### config.mk
export PLATFORM = sky130hd
export DESIGN_NAME = scc_clip
export DESIGN_NICKNAME = d
export VERILOG_FILES = /design/src/rtl/core/scc_pkg.sv /design/src/rtl/core/scc_clip.sv
export SDC_FILE = /design/constraint.sdc
export NUM_CORES = 1
export LEC_CHECK = 0
export BUFFER_PORTS_ARGS = -buffer_cell sky130_fd_sc_hd__buf_2
export CORE_ASPECT_RATIO = 1.5
export CORE_MARGIN = 1.5
export CORE_UTILIZATION = 50
export DETAILED_ROUTE_END_ITERATION = 8
export GPL_ROUTABILITY_DRIVEN = 0
export PLACE_DENSITY = 0.72
export SLEW_MARGIN = 0
export SYNTH_ARGS = -nofsm -noshare
export SYNTH_HDL_FRONTEND = slang
export SYNTH_SLANG_ARGS = --single-unit
export TNS_END_PERCENT = 1
### constraint.sdc
create_clock -name vclk -period 5.1
set_input_delay 0 -clock vclk [all_inputs]
set_output_delay 0 -clock vclk [all_outputs]
set_load 0.03 [all_outputs]
### src/rtl/core/scc_pkg.sv
`timescale 1ns / 1ps
// ----------------------------------------------------------------------------
// scc_pkg
// Types, constants and codes shared by the sprite cull and clip block.
// ----------------------------------------------------------------------------
package scc_pkg;

    localparam int NUM_TYPES      = 256;
    localparam int TYPE_AW        = (NUM_TYPES > 1) ? $clog2(NUM_TYPES) : 1;
    localparam int RESUME_W       = 16;
    localparam logic [RESUME_W-1:0] RESUME_BACKOFF = RESUME_W'(100);

    localparam logic CMD_LOAD    = 1'b0;
    localparam logic CMD_PROCESS = 1'b1;

    typedef enum logic [1:0] {
        ST_LOADED = 2'd0,
        ST_CULLED = 2'd1,
        ST_DRAWN  = 2'd2,
        ST_BEYOND = 2'd3
    } t_status;

    typedef enum logic [2:0] {
        CFG_WINDOW_X      = 3'd0,
        CFG_WINDOW_WIDTH  = 3'd1,
        CFG_WINDOW_Y      = 3'd2,
        CFG_WINDOW_HEIGHT = 3'd3,
        CFG_TARGET_X      = 3'd4,
        CFG_TARGET_Y      = 3'd5
    } t_cfg_idx;

    typedef struct packed {
        logic [9:0] w;
        logic [9:0] h;
        logic [9:0] sx;
        logic [9:0] sy;
    } t_type_entry;

    typedef struct packed {
        logic [14:0] wx;
        logic [11:0] ww;
        logic [14:0] wy;
        logic [11:0] wh;
        logic [11:0] tx;
        logic [11:0] ty;
    } t_window;

    localparam t_window WINDOW_RESET = '{
        wx: 15'd0, ww: 12'd640, wy: 15'd0, wh: 12'd480, tx: 12'd0, ty: 12'd0
    };

    typedef struct packed {
        logic [11:0] src_left;
        logic [11:0] src_top;
        logic [11:0] src_right;
        logic [11:0] src_bottom;
        logic [12:0] dest_x;
        logic [12:0] dest_y;
    } t_rect;

    typedef struct packed {
        logic  beyond;
        logic  culled;
        t_rect rect;
    } t_clip_res;

endpackage

### src/rtl/core/scc_clip.sv
`timescale 1ns / 1ps
// ----------------------------------------------------------------------------
// scc_clip
// Cull and beyond tests and per-axis clipping of one sprite against the window.
// ----------------------------------------------------------------------------
module scc_clip
    import scc_pkg::*;
(
    input  t_window     i_win,
    input  logic [14:0] i_x,
    input  logic [14:0] i_y,
    input  t_type_entry i_entry,
    output t_clip_res   o_res
);

    typedef struct packed {
        logic [11:0] lo;
        logic [11:0] hi;
        logic [12:0] dst;
    } t_axis;

    function automatic t_axis clip_axis(
        input logic [14:0] pos,
        input logic [9:0]  size,
        input logic [9:0]  origin,
        input logic [14:0] ws,
        input logic [11:0] wl,
        input logic [11:0] tgt
    );
        logic signed [18:0] p, s, o, a, l, t;
        logic signed [18:0] endp, wend, len, lo, hi, dst;
        t_axis r;
        p    = 19'(pos);
        s    = 19'(size);
        o    = 19'(origin);
        a    = 19'(ws);
        l    = 19'(wl);
        t    = 19'(tgt);
        endp = p + s;
        wend = a + l;
        if (p < a) begin
            lo  = a - p + o;
            dst = t;
            len = (endp > wend) ? l : endp - a;
        end else begin
            lo  = o;
            dst = t + p - a;
            len = (endp > wend) ? wend - p : s;
        end
        hi    = lo + len;
        r.lo  = lo[11:0];
        r.hi  = hi[11:0];
        r.dst = dst[12:0];
        return r;
    endfunction

    t_axis w_ax_x;
    t_axis w_ax_y;

    always_comb begin
        w_ax_x = clip_axis(i_x, i_entry.w, i_entry.sx, i_win.wx, i_win.ww, i_win.tx);
        w_ax_y = clip_axis(i_y, i_entry.h, i_entry.sy, i_win.wy, i_win.wh, i_win.ty);

        o_res.beyond = 16'(i_y) >= (16'(i_win.wy) + 16'(i_win.wh));
        o_res.culled = ((16'(i_y) + 16'(i_entry.h)) < 16'(i_win.wy))
                    || ((16'(i_x) + 16'(i_entry.w)) < 16'(i_win.wx))
                    || (16'(i_x) > (16'(i_win.wx) + 16'(i_win.ww)));

        o_res.rect.src_left   = w_ax_x.lo;
        o_res.rect.src_right  = w_ax_x.hi;
        o_res.rect.dest_x     = w_ax_x.dst;
        o_res.rect.src_top    = w_ax_y.lo;
        o_res.rect.src_bottom = w_ax_y.hi;
        o_res.rect.dest_y     = w_ax_y.dst;
    end

endmodule

Yosys cells after proc, flatten, opt, wreduce, memory -nomap -nowiden
Index checks and enable logic that the tools add are counted.
{"block": "classes", "magnitude_cmp": 8, "reduce_logical": 2, "n_addsub": 22, "mux": 10}
{"operator": "12-bit 2-to-1 mux", "n": 8}
{"operator": "12-bit subtractor", "n": 6}
{"operator": "15-bit by 10-bit adder with 16-bit output", "n": 4}
{"operator": "15-bit by 12-bit adder with 16-bit output", "n": 4}
{"operator": "16-bit > comparator", "n": 2}
{"operator": "16-bit by 15-bit < comparator with 1-bit output", "n": 2}
{"operator": "15-bit < comparator", "n": 2}
{"operator": "12-bit by 13-bit adder with 13-bit output", "n": 2}
{"operator": "13-bit 2-to-1 mux", "n": 2}
{"operator": "13-bit subtractor", "n": 2}
{"operator": "12-bit by 11-bit adder with 12-bit output", "n": 2}
{"operator": "12-bit adder", "n": 2}
{"operator": "15-bit by 16-bit >= comparator with 1-bit output", "n": 1}
{"operator": "15-bit by 16-bit > comparator with 1-bit output", "n": 1}
{"operator": "1-bit logical OR", "n": 2}
{"block": "word_totals", "input_bits": 148, "wordCells": 42, "output_inout_bits": 76, "ff_bits": 0}

Depth between registers and ports, before layout
Gate-level depths: netlist (run 1).
{"block": "depth", "depth_word": 5, "depth_mapped": 33, "mapped_depth_nobuf": 32}

Worst setup path after synthesis (run 1)
No wires, ideal clock.
{"block": "synth_timing", "path_kind": "input port to output port", "from": "in i_win[25] (netlist name)", "to": "out o_res[36] (netlist name)", "path_stages": 32, "n_path_buf": 1, "arrival_ns": 5.664, "path_slack_ns": -0.564, "required_ns": 5.100, "path_cell_list": "ha_1 > a21o_1 > a21oi_1 > o21bai_1 > a21oi_1 > o21ai_0 > a211oi_1 > nor2_1 > o41a_1 > nand2_1 > xnor2_1 > ha_1 > a21o_1 > a21o_1 > a221oi_1 > o31a_1 > a31oi_4 > buf_2 > o211ai_1 > o21ai_0 > ha_1 > fa_1 > a21o_1 > a21oi_1 > o21bai_1 > a21oi_1 > nor2b_1 > o21a_1 > o21ai_0 > nand2b_1 > a21oi_1 > xnor2_1"}
{"item": "from (decl)", "line_no": "scc_clip.sv:9", "text": "input t_window i_win,"}
{"item": "to (decl)", "line_no": "scc_clip.sv:13", "text": "output t_clip_res o_res"}

==> key figures, run 1 <==
Pwr
  • Power share of the clock group: 0%
  • Logic pwr share: 100.0%
  • Switch share: ~57%
  • Int Power: 2.336 mW
  • Share of power burned in registers: 0%
  • Switching power: 3.072 mW
  • LEAKAGE: 8.107 nW
  • Final Power: 5.408 mW
  • Peak supply drop: 0.2796 mV
  • Pwr/cell area: ~360 nW/um^2

Layout
  • FILL cells: about 2,000
  • CLK BUF: 0
  • Storage element area: 0 um^2
  • N_diodes: 0
  • NumNets Final: 2,470
  • Multi-input logic area: 10,600 um^2
  • Finished Layout Cells: 2,286
  • Share of cells above drive strength 1: 27.11%
  • Layout area overhead: 31.29%
  • Seq Cell Count: 0

Timing
  • # setup viols final: 11
  • Worst Slack Setup Final: -0.6436 ns
  • Crit share post-route: 112.6%
  • Slew Limit Fails: 0
  • Top achievable clock speed: about 170 MHz
  • Worst slew margin: between 40% and 50%
  • Fin crit period: 5.744 ns
  • Slew @ Worst Pin: 0.8706 ns
  • RSZ-0062 raised after global routing: yes
  • Final hold vios: 0

Die
  • Die Wd: 126.3 um
  • DIE AREA: between 20,000 and 25,000 um^2
  • Rows: 67
  • Core area: 22,380 um^2
  • Initial Utilization: 50.90%
  • I/O pins: 224
  • Die height: 187.9 um

Synthesis
  • Post-Synthesis Cells: 1,561
  • Unique masters post-synth: 65
  • Top cells by area, synth: ha_1, fa_1, inv_1
  • Yosys Warn Count: 0
  • Post-synth top cells: ha_1, inv_1, a21oi_1
  • Count leader, synth: ha_1
  • Yosys top cell by area: ha_1
  • Synth Area per Inst: roughly 7.3 um^2
  • Syn nets: around 2,000
  • Mapped Area: 11,390 um^2
  • Top-area cell type share of the netlist area: 28.11%
  • Seq/Total Area, Yosys: 0%

Critical path
  • Worst EP required: 5.10 ns
  • CP Data Arrival Time: 5.74 ns
  • Endpoint type of the worst setup path: output port
  • Slowest CP cell: a31oi_4
  • Startpoint types: input port
  • Highest cell delay on the worst timing path: 0.43 ns
  • Crit path kind: in -> out
  • Most used cell along the critical path: a21oi_2
  • Critical path peak fanout: 8

Routing
  • Vias: 12,643
  • # DRC: 0
  • Via/cell ratio: ~5.5
  • Routed WL: 35,940 um
  • Average wire per standard cell: 15.72 um
  • Drt pass-1 iters: 5
  • Antenna violation net count after detailed routing: 0
  • Iteration-0 DRC count of the detailed router: 546

GRT
  • Initial antenna violation count: 0
  • Vias in the first global route: 13,077
  • First-pass GRT wire length: 58,530 um
  • Remaining Overflow, GRT: 0
  • Total GRT Usage: 30.04%
  • Largest net degree at the start of global routing: 48

Placed design
  • PortBufs: 224
  • Placed cell count: 2,278
  • HPWL after detailed placement: 32,520 um

Clock network
  • Hold-fix buffers at CTS: 0

Run
  • MaxCap Viol Count: 0

Outcome
  • Failing checks: setup timing
  • Status: finished with violations

Hold path
  • HP Class: in -> out
## routing by layer
layer,part of all wire (%),GRT usage (%),routed length [um],vias up
li1,-,-,-,6320
met1,38,30.14,13610,5876
met2,53,60.86,19010,330
met3,2.5,0.7989,900,117
met4,6.8,16.98,2429,0
met5,0,0,0,-
## cells by family after synthesis
logic type,after synthesis,synth area share [%]
muxes,31,2.767
AOI/OAI and AO/OA,422,23.34
xor gates and xnor gates,139,10.85
adders and majority gates,310,37.60
and+or+nand+nor,381,16.14
buffers and inverters,278,9.301
## stage by stage
step | setup slack [ns] | setup TNS [ns] | util, % | hold WS (ns) | instance area (um^2)
after detailed placement | -0.8711 | -7.326 | 65.70 | 0.3664 | 14710
final | -0.6436 | -4.191 | 66.83 | 0.3682 | 14960
after global placement | -0.7890 | -5.784 | 65.70 | 0.3670 | 14710
after CTS | -0.6789 | -4.219 | 66.45 | 0.3702 | 14870
after floorplan | -0.03388 | -0.04880 | - | 0.2123 | 11530
after global routing | -0.9516 | -7.931 | 66.83 | 0.3942 | 14960
## layout by cell type (no fill, tap or decap), types with 13 or more instances in the layout
master,instances
nor2b_1,26
nand4_1,19
nand2b_1,17
buf_4,252
o21a_1,22
buf_2,211
a21oi_1,111
a211oi_1,20
o21ai_0,98
a21o_1,39
fa_1,51
o21bai_1,15
o211ai_1,14
nor3_1,33
inv_1,255
mux2i_1,26
nand3_1,31
a21oi_2,21
nand2_1,89
xnor2_1,89
nor2_1,109
ha_1,252
or3_1,13
xor2_1,43
## worst paths after layout
kind,from,to,cells past startpoint
min,i_win[17],o_res[18],4
max,i_win[25],o_res[36],33
## power by group through the flow
stage	combinational, mW	sequential (mW)	clock, mW
floorplan	3.50	0	0
global placement	5.04	0	0
detailed placement	5.14	0	0
CTS	5.34	0	0
global route	5.88	0	0
finish	5.41	0	0
## critical path: cells and delay by family
family	cells	cell delay, ns
multiplexers	1	0.24
buffers and inverters	2	0.26
XOR/XNOR	2	0.23
AND/OR/NAND/NOR	8	0.92
adder cells (fa/ha/maj)	4	1.16
AO/OA/AOI/OAI	16	2.92
## area by class of cell
type | count | share of cell area [%]
inverters | 256 | 6.424
well taps | 276 | 2.309
repair buffers | 471 | 20.39
multi-input cells | 1283 | 70.87
## repair_timing
item                                    in CTS  in global routing
resized for setup                           37                 21
hold endpoints to repair                     0                  0
pin swaps                                   22                 22
endpoints found under the setup margin      14                 16
setup buffers                                5                  3
(Power assumes the default switching activity.)
==> inputs of run 2 (changes only) <==
--- a/config.mk
+++ b/config.mk
@@ -11,6 +11,7 @@
 export CORE_UTILIZATION = 50
 export DETAILED_ROUTE_END_ITERATION = 8
 export GPL_ROUTABILITY_DRIVEN = 0
+export GPL_TIMING_DRIVEN = 0
 export PLACE_DENSITY = 0.72
 export SLEW_MARGIN = 0
 export SYNTH_ARGS = -nofsm -noshare
==> key figures, run 2 (synthesis results as in run 1) <==
Die
  • Die height: ~190 um
  • Initial Utilization: between 50 and 60%
  • Rows: 67
  • I/O pins: 224
  • Die Wd: 126.3 um
  • Core area: about 22,000 um^2
  • DIE AREA: around 24,000 um^2

Timing
  • Crit share post-route: 117.6%
  • Fin crit period: around 6 ns
  • Hold Slack: approximately 0.37 ns
  • Slew @ Worst Pin: 0.8595 ns
  • # setup viols final: 15
  • Slew Limit Fails: 0
  • Worst slew margin: 42.17%
  • RSZ-0062 raised after global routing: yes
  • Setup TNS: -6.561 ns
  • Worst Slack Setup Final: -0.8958 ns
  • Final hold vios: 0
  • Top achievable clock speed: 166.8 MHz

GRT
  • First-pass GRT wire length: ~58,000 um
  • Total GRT Usage: around 30%
  • Largest net degree at the start of global routing: 11
  • Remaining Overflow, GRT: 0
  • Initial antenna violation count: 0
  • Vias in the first global route: 12,458

Routing
  • Via/cell ratio: ~5.8
  • Vias: 11,973
  • Routed WL: 36,170 um
  • Antenna violation net count after detailed routing: 0
  • Drt pass-1 iters: 5
  • Iteration-0 DRC count of the detailed router: 396
  • # DRC: 0
  • Average wire per standard cell: 17.42 um

Critical path
  • Slowest CP cell: fa_2
  • Most used cell along the critical path: a21oi_2
  • Highest cell delay on the worst timing path: 0.37 ns
  • Critical path peak fanout: 6
  • Startpoint types: input port
  • Worst EP required: between 5 and 6 ns
  • Endpoint type of the worst setup path: output port
  • CP Data Arrival Time: 6.00 ns
  • Crit path kind: in -> out
  • Crit path launch: i_y[1]

Layout
  • Storage element area: 0 um^2
  • N_diodes: 0
  • Final Util: 59.85%
  • NumNets Final: around 2,300
  • Layout area overhead: 17.57%
  • Most frequent cells in the layout: inv_1, ha_1, buf_2
  • Commonest non-fill, non-tap cell in the layout: inv_1
  • Seq Cell Count: 0
  • Final instance area: 13,400 um^2
  • CLK BUF: 0
  • Share of cells above drive strength 1: 18.32%

Pwr
  • LEAKAGE: between 7 and 8 nW
  • Peak supply drop: 0.2732 mV
  • Pwr/cell area: 376.8 nW/um^2

Placed design
  • HPWL after detailed placement: 32,150 um
  • Placement Setup Slack: -1.512 ns
  • PortBufs: 224
  • Placed Area: roughly 13,000 um^2

Clock network
  • Hold-fix buffers at CTS: 0

Hold path
  • HP Class: in -> out
  • Worst hold path startpoint: i_win[17]

Run
  • MaxCap Viol Count: 0

Outcome
  • Status: finished with violations
  • Failing checks: setup timing
run 2: cell types whose count changed in the layout (fill, tap and decap cells not counted), sizes merged:
cell	before	now
buf	471	243
clkbuf	0	19
run 2: path summary, 6_finish.rpt:
check | cells past startpoint | to | slack [ns]
setup / recovery | 33 | o_res[36] | -0.90
hold / removal | 4 | o_res[18] | 0.37
run 2: layout make-up:
cell class | count | area, um^2
Multi-Input combinational cell | 1283 | 10660
Fill cell | 2098 | 8987
Timing Repair Buffer | 240 | 1303
Inverter | 256 | 960.9
Tap cell | 276 | 345.3
Buffer | 22 | 125.1
run 2: layer usage:
layer	vias to the layer above	routed length, um	track usage (%)
met2	356	19480	61.58
met4	0	2671	18.92
met3	118	1050	0.9986
li1	5907	-	-
met1	5592	12970	28.66
met5	-	0	0
run 2: repair_timing:
item | CTS | global route
resized for setup | 41 | 42
endpoints found under the setup margin | 20 | 18
pin swaps | 14 | 21
buffers inserted | 11 | 5
run 2: critical path, delay by kind of cell:
kind | cells | cell delay, ns
buffers and inverters | 4 | 0.65
XOR/XNOR | 2 | 0.30
AND/OR/NAND/NOR | 7 | 0.82
multiplexers | 1 | 0.19
AO/OA/AOI/OAI | 15 | 2.80
adder cells (fa/ha/maj) | 4 | 1.23
run 2: power breakdown:
part           switching, mW  leakage [nW]  internal, mW
Sequential                 0             0             0
Combinational           3.05          7.06          2.00
Clock                      0             0             0
run 2: metrics by stage:
stage	power [mW]	std cells
after global routing	5.480	2077
after floorplan	3.499	1561
after global placement	4.619	2061
final	5.048	2077
after CTS	4.870	2072
after detailed placement	4.694	2061
==> inputs of run 3 (changes only) <==
--- a/config.mk
+++ b/config.mk
@@ -12,7 +12,7 @@
 export DETAILED_ROUTE_END_ITERATION = 8
 export GPL_ROUTABILITY_DRIVEN = 0
 export GPL_TIMING_DRIVEN = 0
-export PLACE_DENSITY = 0.72
+export PLACE_DENSITY = 0.76
 export SLEW_MARGIN = 0
 export SYNTH_ARGS = -nofsm -noshare
 export SYNTH_HDL_FRONTEND = slang
==> key figures, run 3 (synthesis results as in run 1) <==
Timing
  • # setup viols final: 13
  • RSZ-0062 raised after global routing: yes
  • Crit share post-route: 115.0%
  • Worst slew margin: between 30% and 40%
  • Slew @ Worst Pin: 0.9148 ns
  • Worst Slack Setup Final: -0.7671 ns
  • Slew Limit Fails: 0
  • Fin crit period: 5.867 ns
  • Final hold vios: 0
  • Setup TNS: -6.291 ns
  • Top achievable clock speed: 170.4 MHz

Layout
  • Share of cells above drive strength 1: approximately a fifth
  • Layout area overhead: 19.99%
  • Seq Cell Count: 0
  • Storage element area: 0 um^2
  • CLK BUF: 0
  • Commonest non-fill, non-tap cell in the layout: inv_1
  • NumNets Final: 2,283
  • N_diodes: 0
  • Final Util: about three fifths
  • Most frequent cells in the layout: inv_1, ha_1, buf_2

Routing
  • Vias: 12,362
  • Average wire per standard cell: 17.70 um
  • Routed WL: roughly 37,000 um
  • Via/cell ratio: between 5 and 6
  • # DRC: 0
  • Iteration-0 DRC count of the detailed router: between 500 and 600
  • Antenna violation net count after detailed routing: 0
  • Drt pass-1 iters: 5

Hold path
  • HP Class: in -> out
  • Worst hold path startpoint: i_win[18]
  • Hold EP: o_res[19]
  • Hold Path Depth: 4

Critical path
  • Endpoint type of the worst setup path: output port
  • Highest cell delay on the worst timing path: 0.42 ns
  • Startpoint types: input port
  • Slowest CP cell: fa_2
  • Crit path kind: in -> out
  • Critical path peak fanout: 10
  • Worst EP required: 5.10 ns
  • CP Data Arrival Time: 5.87 ns
  • Most used cell along the critical path: a21oi_2

Pwr
  • Pwr/cell area: 377.6 nW/um^2
  • Final Power: just over 5 mW
  • LEAKAGE: 7.207 nW
  • Peak supply drop: around 0.45 mV

Run
  • MaxCap Viol Count: 0

GRT
  • First-pass GRT wire length: 57,700 um
  • Largest net degree at the start of global routing: 11
  • Vias in the first global route: 12,446
  • Remaining Overflow, GRT: 0
  • Initial antenna violation count: 0
  • Total GRT Usage: 30.07%

Die
  • Die height: 187.9 um
  • Core area: 22,380 um^2
  • I/O pins: 224
  • Rows: 67
  • Die Wd: between 100 and 150 um
  • DIE AREA: approximately 24,000 um^2
  • Initial Utilization: 50.90%

Placed design
  • PortBufs: 224
  • Placement Setup Slack: -1.409 ns
  • HPWL after detailed placement: 32,010 um

Outcome
  • Failing checks: setup timing
  • Status: finished with violations

Clock network
  • Hold-fix buffers at CTS: 0
[run 3: how the worst max path moves through the flow]
stage	startpoint	depth (start not counted)	slack, ns	end
global route	i_win[24]	33	-1.03	o_res[36]
floorplan	i_win[25]	32	-0.03	o_res[36]
CTS	i_win[37]	33	-0.95	o_res[36]
finish	i_win[24]	31	-0.77	o_res[36]
global placement	i_y[1]	32	-1.31	o_res[36]
detailed placement	i_y[1]	31	-1.41	o_res[35]
[run 3: area by class of cell]
class	count	area, um^2
buffer	21	115.1
fill	2034	8712
tap	276	345.3
multi-input combinational	1283	10750
timing repair buffer	263	1504
inverter	256	960.9
[run 3: stage by stage]
| stage | hold WS [ns] | cells | area [um^2] |
|---|---|---|---|
| detailed placement | 0.3666 | 2061 | 13000 |
| global route | 0.3962 | 2099 | 13670 |
| finish | 0.3685 | 2099 | 13670 |
| floorplan | 0.2123 | 1561 | 11530 |
| CTS | 0.3703 | 2088 | 13510 |
| global placement | 0.3683 | 2061 | 13000 |
[run 3: where the power goes]
group / leakage (nW) / switching [mW] / internal (mW)
Clock: 0 / 0 / 0
Sequential: 0 / 0 / 0
Combinational: 7.21 / 3.09 / 2.07
Total: 7.21 / 3.09 / 2.07
[run 3: repair_timing]
action,in CTS,in global routing
buffers inserted,28,11
pin swaps,47,40
resized for setup,78,18
endpoints found under the setup margin,20,18
[run 3: layer usage]
metal,vias to the layer above,track usage (%),wire length (um)
met2,463,60.88,19830
met5,-,0,0
met4,0,20.69,2990
met3,158,1.141,1389
met1,5796,28.51,12930
li1,5945,-,-
[run 3: worst max-delay path: cells and delay by family]
kind / cells / cell delay [ns]
AO/OA/AOI/OAI: 15 / 2.88
XOR/XNOR: 2 / 0.22
adder cells (fa/ha/maj): 4 / 1.24
buffers and inverters: 5 / 0.77
multiplexers: 2 / 0.34
AND/OR/NAND/NOR: 3 / 0.40
